$ cat src/rtl/rwf_pkg.sv
// Package for the replay window filter: sizes, verdict and register codes,
// and the control bundle that drives each storage cell. No dependencies.
package rwf_pkg;

  localparam int unsigned RWF_DEPTH = 64;
  localparam int unsigned ID_W      = 256;
  localparam int unsigned TIME_W    = 64;
  localparam int unsigned CFG_IDX_W = 2;
  localparam int unsigned CFG_DAT_W = 32;
  localparam int unsigned MAXE_W    = 7;
  localparam int unsigned VERDICT_W = 2;

  localparam logic [VERDICT_W-1:0] VERDICT_OK        = 2'd0;
  localparam logic [VERDICT_W-1:0] VERDICT_TOO_OLD   = 2'd1;
  localparam logic [VERDICT_W-1:0] VERDICT_TOO_NEW   = 2'd2;
  localparam logic [VERDICT_W-1:0] VERDICT_DUPLICATE = 2'd3;

  localparam logic [CFG_IDX_W-1:0] REG_MAX_ENTRIES = 2'd0;
  localparam logic [CFG_IDX_W-1:0] REG_TTL         = 2'd1;
  localparam logic [CFG_IDX_W-1:0] REG_SKEW        = 2'd2;

  localparam logic [MAXE_W-1:0] MAX_ENTRIES_RST = 7'd64;

  typedef struct packed {
    logic shift;  // take the younger neighbour's entry
    logic load;   // store the incoming id and time
  } cell_ctrl_t;

endpackage

$ cat src/rtl/rwf_cell.sv
// One storage cell of the replay window filter: holds one id and its time,
// hands them on towards the oldest end, and compares its id with the key.
// Depends on rwf_pkg.
module rwf_cell
  import rwf_pkg::*;
(
  input  logic              clk_i,
  input  cell_ctrl_t        ctrl_i,
  input  logic [ID_W-1:0]   next_id_i,
  input  logic [TIME_W-1:0] next_time_i,
  input  logic [ID_W-1:0]   key_id_i,
  input  logic [TIME_W-1:0] key_time_i,
  output logic [ID_W-1:0]   id_o,
  output logic [TIME_W-1:0] time_o,
  output logic              match_o
);

  logic [ID_W-1:0]   id_q;
  logic [TIME_W-1:0] time_q;
  logic              match_q;

  always_ff @(posedge clk_i) begin
    if (ctrl_i.load) begin
      id_q   <= key_id_i;
      time_q <= key_time_i;
    end else if (ctrl_i.shift) begin
      id_q   <= next_id_i;
      time_q <= next_time_i;
    end
    match_q <= (id_q == key_id_i);
  end

  assign id_o    = id_q;
  assign time_o  = time_q;
  assign match_o = match_q;

endmodule
$ cat config.mk
export PLATFORM = sky130hd
export DESIGN_NAME = rwf_cell
export DESIGN_NICKNAME = d
export VERILOG_FILES = /design/src/rtl/rwf_pkg.sv /design/src/rtl/rwf_cell.sv
export SDC_FILE = /design/constraint.sdc
export NUM_CORES = 1
export LEC_CHECK = 0
export BUFFER_PORTS_ARGS = -buffer_cell sky130_fd_sc_hd__buf_2
export CAP_MARGIN = 20
export CELL_PAD_IN_SITES_DETAIL_PLACEMENT = 1
export CELL_PAD_IN_SITES_GLOBAL_PLACEMENT = 1
export CORE_AREA = 2 2 375 377
export CTS_CLUSTER_DIAMETER = 200
export CTS_CLUSTER_SIZE = 30
export DETAILED_ROUTE_END_ITERATION = 7
export DIE_AREA = 0 0 377 379
export PLACE_DENSITY = 0.45
export SYNTH_ARGS = -nofsm -noshare
export SYNTH_HDL_FRONTEND = slang
export SYNTH_SLANG_ARGS = --single-unit
$ cat constraint.sdc
create_clock -name clk_i -period 8.03 [get_ports clk_i]
set_input_delay 1.2045 -clock clk_i [delete_from_list [all_inputs] [get_ports clk_i]]
set_output_delay 1.2045 -clock clk_i [all_outputs]
set_load 0.05 [all_outputs]
==> impl_summary.md, run 1 <==
Outcome
The flow ran to the end, and the final reports show no timing, DRC or antenna violations.

STA
The final-report hold violation count is 0. The final number of max-transition violations came to 0. The routed design could run at a clock period as short as 3.376 ns. The share of the clock period used by the worst path after layout is 0.4204. Timing would allow up to 296.2 MHz. Setup total negative slack on the finished layout was measured at 0 ns. At the pin with the least slew margin, the transition time is 0.9646 ns. The smallest hold slack is 0.7852 ns. The number of failing setup endpoints in the final timing report is 0.

The worst-case headroom to the max-slew limit is 0.3570. Setup repair after global routing left no endpoint under its margin. The setup skew after layout is 0.02676 ns.

CTS
The total of hold buffers inserted after clock tree synthesis is 0. The root cell of the clock tree is sky130_fd_sc_hd__clkbuf_16. The number of clock sinks seen by CTS is 321. No sink is reached through more buffers than the 3 on the longest clock path. CTS built an H-tree with a depth of 1.

The number of buffers created by CTS is 14. The setup fix buffers added after clock tree synthesis is 0. Gates resized during post-CTS repair numbered 0. Clock latency on the worst-skew pair, taken at its later pin, is 0.58 ns. Clock-pin slew was measured on the worst setup and hold paths at 0.14 ns. TritonCTS built the clock tree.

Worst setup path
The critical path starts at ctrl_i[0]. The worst setup path is captured at a flip-flop. The worst reg-to-reg path cell count is 5. On the worst path, the slowest cell contributes a delay of 0.76 ns.

The slowest stage of the critical path belongs to the cell sky130_fd_sc_hd__or2_4. Traced cell by cell, the critical path runs through buf_8, or2_4, buf_12. The worst endpoint required time is 8.26 ns. The endpoint of the worst register-to-register path is match_o. The register-to-register setup slack is 5.22 ns. The data arrival time at the worst-slack endpoint is 3.60 ns. The startpoint identified for the worst register-to-register timing path is id_o[124]. The category of the critical setup timing path is input port to flip-flop. The worst setup path is launched from an input port.

The largest fanout on the critical path is 116.

Route
The routed design has 87.62 mm of wire. In the final routed layout, each cell accounts on average for 23.09 um. The remaining antenna violation count is 0. Detailed routing inserted a total of 12740 vias. The first detailed-routing pass took 6 iterations. The DRC violation total after the first TritonRoute iteration is 511.

In the routed design, unresolved DRC markers number 0. Using the TritonRoute via totals, the vias-per-cell ratio works out to 3.357.

Run
The tool flagged a number of max-cap violations equal to 0.

Global route
In the global route stage, overall resource usage came out at 0.1148. The wire length of the first global-routing pass is 112.9 mm. For this run the aggregate overflow at the end of global routing stands at 0.

The largest net degree at the start of global routing is 124. The via count of the first global-routing pass came to 13380. The number of antenna violations at the first check in global routing is 78.

Hold path
The min-delay analysis places its worst path in the category flip-flop to flip-flop. The instance count along the most critical hold path is 5. The worst min-delay path endpoint is match_o. The start point of the worst hold path is id_o[93].

Synth
Synthesis instantiated 10 different standard cells from the library. The portion of synthesized cell area occupied by the leading cell type is 0.5930. In this run, synthesis produced a sequential element count of 321.

For this run, the leading register cell type out of synthesis is sky130_fd_sc_hd__edfxtp_1. Counting flops with an async set or reset pin after synthesis yields a share of 0. After synthesis, the cell types taking the most area are sky130_fd_sc_hd__edfxtp_1 (59%), sky130_fd_sc_hd__mux2_2 (22%), sky130_fd_sc_hd__xnor2_1 (14%), sky130_fd_sc_hd__nand4_1 (2.6%), sky130_fd_sc_hd__buf_2 (1.1%).

The post-synthesis cell type with the largest combined area is sky130_fd_sc_hd__edfxtp_1. The cell area that synthesis handed to floorplanning was 16200 um2. The synthesized netlist cell count is 1019. For this run, the number of Yosys warnings is 0. Yosys mapped a number of flops with a built-in enable equal to 320. The commonest cells after synthesis are sky130_fd_sc_hd__edfxtp_1 (320), sky130_fd_sc_hd__mux2_2 (320), sky130_fd_sc_hd__xnor2_1 (256). Synthesis produced a netlist with a net count of 1662.

For this run, the register share of the synthesized area comes to 0.5942. Each instance of the synthesized netlist takes up on average 15.90 um2.

Power and ir drop
The largest voltage drop on the vdd net is 0.1298 mV. The overall power consumption is 0.004702 W. For this design the ratio of total power to cell area is 198.5 nW/um2. The leakage dissipation is 9.145 nW.

Floorplan
Row generation in the floorplan step produced 137 rows. From left edge to right edge, the die measures 377 um. In this run the count of I/O pins placed on the die edge is 964. The die is 379 um tall. The effective utilization at floorplan is 0.1167. The total core area is 138800 um2.

The overall die area is 142900 um2.

Finish
The share of the core filled with cells in the final layout is 0.1706. In the final layout, the share of cells above drive strength 1 is 0.6670. The filler cells instantiated in the layout total 16040.

The area taken by multi-input logic gates is 6424 um2. The area growth from synthesis to layout is 46.19%. Summing all flip-flop and latch instances after layout gives 9629 um2. With fillers left out, the area of the finished cells amounts to 23690 um2.

After the last flow step, the layout net total stands at 2615.

Placement
The count of input and output buffers is 963. The placed instances occupy a cell area of 23260 um2. The wire-length estimate of the detail-placed layout is 73.95 mm. The placer's final routability congestion estimate is 0.8009.
==> stage by stage <==
| stage | setup WS, ns | cells |
|---|---|---|
| finish | 4.654 | 3795 |
| global route | 4.603 | 3785 |
| CTS | 4.744 | 3779 |
| detailed placement | 4.065 | 3762 |
| global placement | 3.718 | 3760 |
| floorplan | 1.860 | 1019 |
==> worst max-delay path by stage <==
stage          depth (start not counted)  slack [ns]        end
5_1_grt                                3        4.60  id_o[120]
3_3_place_gp                           6        3.72    match_o
3_5_place_dp                           3        4.06  id_o[172]
2_1_floorplan                          4        1.86    id_o[0]
6_report                               3        4.65   id_o[62]
4_1_cts                                7        4.74    match_o
==> area by class of cell <==
class                      count  area share
sequential                   321      0.4065
timing repair buffer         973      0.2089
clock buffer                  15     0.01585
multi-input combinational    662      0.2712
clock inverter                 2   0.0005282
antenna                       15    0.001585
tap                         1807     0.09544
==> metal layers <==
metal,routed length (um),track usage,share of wire
met4,1698,0.01691,0.019
met2,45060,0.2092,0.51
met5,384,0,0.0044
met1,32400,0.1274,0.37
met3,8070,0.04490,0.092
==> sequential cells by signal, indices dropped and copies added, names as in the netlist <==
name,cells
id_o,256
time_o,64
match_o,1
==> where the power goes <==
part | internal, W | leakage [nW] | switching (W) | total, W
registers | 0.00206 | 3.27 | 0.000120 | 0.00218
clock network | 0.000343 | 0.191 | 0.000627 | 0.000971
logic | 0.000483 | 5.69 | 0.00107 | 0.00155
==> layout by cell type (no fill, tap or decap) <==
| master | count |
|---|---|
| sky130_fd_sc_hd__buf_12 | 4 |
| sky130_fd_sc_hd__buf_2 | 964 |
| sky130_fd_sc_hd__buf_4 | 4 |
| sky130_fd_sc_hd__buf_8 | 1 |
| sky130_fd_sc_hd__clkbuf_16 | 15 |
| sky130_fd_sc_hd__clkinv_1 | 1 |
| sky130_fd_sc_hd__dfxtp_1 | 1 |
| sky130_fd_sc_hd__diode_2 | 15 |
| sky130_fd_sc_hd__edfxtp_1 | 320 |
| sky130_fd_sc_hd__inv_6 | 1 |
| sky130_fd_sc_hd__mux2_2 | 320 |
| sky130_fd_sc_hd__nand4_1 | 68 |
| sky130_fd_sc_hd__nor4_1 | 11 |
| sky130_fd_sc_hd__nor4_2 | 6 |
| sky130_fd_sc_hd__or2_4 | 1 |
| sky130_fd_sc_hd__xnor2_1 | 256 |
==> worst max-delay path: cells and delay by family <==
family | cells | cell delay [ns]
buffers and inverters | 2 | 1.10
AND/OR/NAND/NOR | 1 | 0.76
==> logic make-up (layout without fill, tap and decap cells) <==
kind of cell  count (synthesis)  after routing  synth area share
other cells                   0             15                 0
xor+xnor                    256            256            0.1384
mux                         320            320            0.2224
flops                       321            321            0.5942
buf+inv                      36            990           0.01104
simple gates                 86             86           0.03397
No activity file was read; power rests on OpenSTA's default activity.
==> run 2, diff against run 1 <==
--- a/config.mk
+++ b/config.mk
@@ -5,16 +5,17 @@
 export SDC_FILE = /design/constraint.sdc
 export NUM_CORES = 1
 export LEC_CHECK = 0
+export ABC_AREA = 1
 export BUFFER_PORTS_ARGS = -buffer_cell sky130_fd_sc_hd__buf_2
 export CAP_MARGIN = 20
 export CELL_PAD_IN_SITES_DETAIL_PLACEMENT = 1
 export CELL_PAD_IN_SITES_GLOBAL_PLACEMENT = 1
-export CORE_AREA = 2 2 375 377
+export CORE_AREA = 2 2 380 382
 export CTS_CLUSTER_DIAMETER = 200
 export CTS_CLUSTER_SIZE = 30
 export DETAILED_ROUTE_END_ITERATION = 7
-export DIE_AREA = 0 0 377 379
-export PLACE_DENSITY = 0.45
+export DIE_AREA = 0 0 382 384
+export PLACE_DENSITY = 0.47
 export SYNTH_ARGS = -nofsm -noshare
 export SYNTH_HDL_FRONTEND = slang
 export SYNTH_SLANG_ARGS = --single-unit
==> constraint.sdc (replaced) <==
create_clock -name clk_i -period 3.5 [get_ports clk_i]
set_input_delay 0.525 -clock clk_i [delete_from_list [all_inputs] [get_ports clk_i]]
set_output_delay 0.525 -clock clk_i [all_outputs]
set_load 0.05 [all_outputs]
==> run 2 against run 1 <==
Compared with the run above: sequential share of layout area shrank 1.9 points; total power grew 140%; first-iteration DRC count grew 38%; synthesized area grew 5.3%; critical endpoint is now match_o.
==> impl_summary.md, run 2 <==
Floorplan
The width of the die is 382 um. The number of placed I/O pins is 964. The effective utilization at floorplan is 0.1195.

The total number of placement rows is 139. The overall die area is 146700 um2. The floorplan die height is 384 um.

The total core area is 142800 um2.

Worst setup path
The signal on the critical path passes through xnor2_1, nand2_1, nor2_1, nand2_1, nor2_1, nand2_1, nor2_1, nand2_1, nor2_1. The worst endpoint required time is 4.05 ns. The largest single stage delay on the critical path is 0.73 ns. The nature of the critical path endpoint is a flip-flop. The largest fanout on the critical path is 2. The category of the critical setup timing path is flip-flop to flip-flop. The slowest stage cell on the critical path is sky130_fd_sc_hd__xnor2_1.

At the worst endpoint, the arrival time is 2.76 ns. The critical path startpoint category is a flip-flop.

CTS
The maximum count of clock buffers along a single path is 3. The clock drives 321 sinks. Clock tree synthesis selected as its root buffer the cell sky130_fd_sc_hd__clkbuf_16. The clock transition time at the flip-flop clock pins of the worst setup and hold paths is 0.14 ns. The total of hold buffers inserted after clock tree synthesis is 0. The setup fix buffers added after clock tree synthesis is 0.

The clock latency at the later pin of the worst-skew pair is 0.59 ns. In this run, CTS created clock tree buffers numbering 14. TritonCTS built the clock tree. In this run, post-CTS repair resized a total of 0 instances.

In this run the number of H-tree levels came out at 1.

Power and ir drop
The share of total power dissipated in sequential elements is 0.445. The power spent charging and discharging nets is 0.004621 W. Of the total power, combinational logic draws 0.346. The leakage dissipation is 11.78 nW. Of the total power, the clock network draws 0.208. Across the VDD grid, the largest voltage drop is 0.2805 mV. The internal power component is 0.006644 W. The total power divided by cell area is 453.2 nW/um2.

The switching share of power is 0.4102.

Synth
Synthesis produced a netlist with a net count of 2630. The synthesized design spends more area on one cell type than any other, namely sky130_fd_sc_hd__edfxtp_1. After synthesis, the cell types taking the most area are sky130_fd_sc_hd__edfxtp_1 (56%), sky130_fd_sc_hd__nand2_1 (26%), sky130_fd_sc_hd__xnor2_1 (11%), sky130_fd_sc_hd__nor2_1 (1.9%), sky130_fd_sc_hd__inv_1 (1.8%).

Synthesis produced a netlist whose cell count is 1987. Ranked by instance count, the synthesized netlist is headed by sky130_fd_sc_hd__nand2_1 (1171), sky130_fd_sc_hd__edfxtp_1 (320), sky130_fd_sc_hd__xnor2_1 (215). The sequential-to-total area share from yosys stat is 0.5645. The synthesized area per cell is 8.585 um2. The Yosys step of the flow raised 0 warnings.

The synthesis-stage register bit count is 321. In the post-synthesis netlist, the cell with the most instances is sky130_fd_sc_hd__nand2_1. The count of flip-flops with a built-in enable after synthesis is 320. The fraction of synthesis flops using an asynchronous set or reset pin is 0. The most used flip-flop cell after synthesis is sky130_fd_sc_hd__edfxtp_1. The cell area that synthesis handed to floorplanning was 17060 um2.

The share of synthesized area in the top cell type comes to 0.5633. The distinct cell type count after synthesis is 12.

Finish
The area growth from synthesis to layout is 45.69%. For this run, the post-layout net count is 3580. The fraction of layout instances using a drive strength above 1 is 0.3477.

The final non-filler cell total is 4849. The flip-flop count of the largest register, all copies and words added is 256. The most common cell after layout, fill and taps aside is sky130_fd_sc_hd__nand2_1.

Leaving out fill and tap cells, the most frequent cells in the layout are sky130_fd_sc_hd__nand2_1 (1171), sky130_fd_sc_hd__buf_2 (962), sky130_fd_sc_hd__edfxtp_1 (320).

STA
Derived from the worst setup path, the maximum achievable clock frequency is 452.1 MHz. The number of failing setup endpoints in the final timing report is 0. The actual slew at the worst max-slew pin is 1.018 ns. Between clock sinks in the finished design, the worst skew comes to 0.02472 ns.

The minimum period implied by the final worst setup slack is 2.212 ns. Final hold analysis gives a worst-case slack of 0.1810 ns. Setup repair after global routing left no endpoint under its margin. The share of the clock period used by the worst path after layout is 0.6320. The final number of max-transition violations is 0. The final-report hold violation count is 0. After layout, the worst setup slack is 1.288 ns. Summed over all failing endpoints, the final setup total negative slack is 0 ns. Headroom to the max-slew limit came out at 0.3166.

Route
In this run the remaining antenna-violating nets after routing total 0. The routed wire length per instance is 20.93 um. For this run, design rule violations remaining after detail routing come to 0. The average via count per standard cell is 3.422. The total wire length after detailed routing is 101.5 mm.

The number of search-and-repair iterations in the first detailed-routing pass is 5. The DRC violation total after the first TritonRoute iteration is 705. The vias after detailed routing is 16590.

Hold path
In this run the worst hold path is classified as input port to flip-flop.

Run
The tool flagged a number of max-cap violations equal to 0.

Global route
The total congestion overflow is 0. The via count of the first global-routing pass came to 17490. The number of antenna violations at the first check in global routing is 39. The largest net degree at the start of global routing is 135. In the global route stage, overall resource usage came out at 0.1321. The first global-routing pass estimated 136.6 mm of wire.

Placement
Before CTS, the worst setup slack after placement is 0.8448 ns. The count of input and output buffers is 963. After detailed placement, the design holds a cell count of 4824. The total half-perimeter wirelength after legalization and detailed placement is 85.96 mm. The placer's final routability congestion estimate is 0.8238.

Outcome
The flow ran to the end, and the final reports show no timing, DRC or antenna violations.
run 2: cell types whose count changed in the layout (fill, tap and decap cells not counted), moves of 68 or more:
cell,before,now
sky130_fd_sc_hd__inv_1,0,82
sky130_fd_sc_hd__nand4_1,68,0
sky130_fd_sc_hd__nand2_1,0,1171
sky130_fd_sc_hd__nor2_1,0,85
sky130_fd_sc_hd__mux2_2,320,0
run 2: final cells by class:
cell class | count | area, um2
fillers | 17310 | 117900
flip-flops and latches | 321 | 9629
multi-input cells | 1513 | 6812
repair buffers | 1004 | 5275
well taps | 1903 | 2381
clock buffers | 19 | 390.4
inverters | 83 | 319.1
clock inverters | 2 | 37.54
diodes | 4 | 10.01
run 2: critical path, delay by kind of cell, from the launching register on:
family	cells	cell delay, ns
flip-flops	1	0.44
XOR/XNOR	1	0.73
AND/OR/NAND/NOR	8	0.98
run 2: logic make-up (layout without fill, tap and decap cells):
logic type                Yosys count  after routing  synth area share
DFF                               321            321            0.5645
and+or+nand+nor                  1257           1257            0.2767
xor gates and xnor gates          215            215            0.1104
buffers and inverters             153           1108           0.03638
other                               0              4                 0
AOI/OAI and AO/OA                  41             41           0.01203
run 2: power groups by stage:
stage | Combinational, W | Clock (W) | Sequential, W
3_3_place_gp | 0.00401 | 0 | 0.00509
5_1_grt | 0.00420 | 0.00260 | 0.00508
6_report | 0.00390 | 0.00234 | 0.00502
2_1_floorplan | 0.000891 | 0 | 0.00655
3_5_place_dp | 0.00402 | 0 | 0.00511
4_1_cts | 0.00402 | 0.00256 | 0.00502
run 2: path summary, 6_finish.rpt:
check	from	to	slack (ns)	cells past startpoint
hold / removal	next_id_i[32]	id_o[32]	0.18	3
setup / recovery	id_o[135]	match_o	1.29	9
setup reg to reg	id_o[135]	match_o	1.29	9
hold reg to reg	id_o[235]	match_o	0.89	9
run 2: layer usage:
metal / part of all wire / GRT usage / wire length (um)
met5: 0.0024 / 0 / 247
met4: 0.013 / 0.01998 / 1295
met3: 0.074 / 0.03836 / 7548
met2: 0.50 / 0.2342 / 50380
met1: 0.41 / 0.1601 / 42000
run 2: stage by stage:
stage	utilization	instance area (um2)	power (W)
floorplan	-	17080	0.007444
global placement	0.1710	24420	0.009100
detailed placement	0.1710	24420	0.009124
CTS	0.1740	24840	0.01161
global route	0.1740	24850	0.01188
finish	0.1741	24850	0.01126
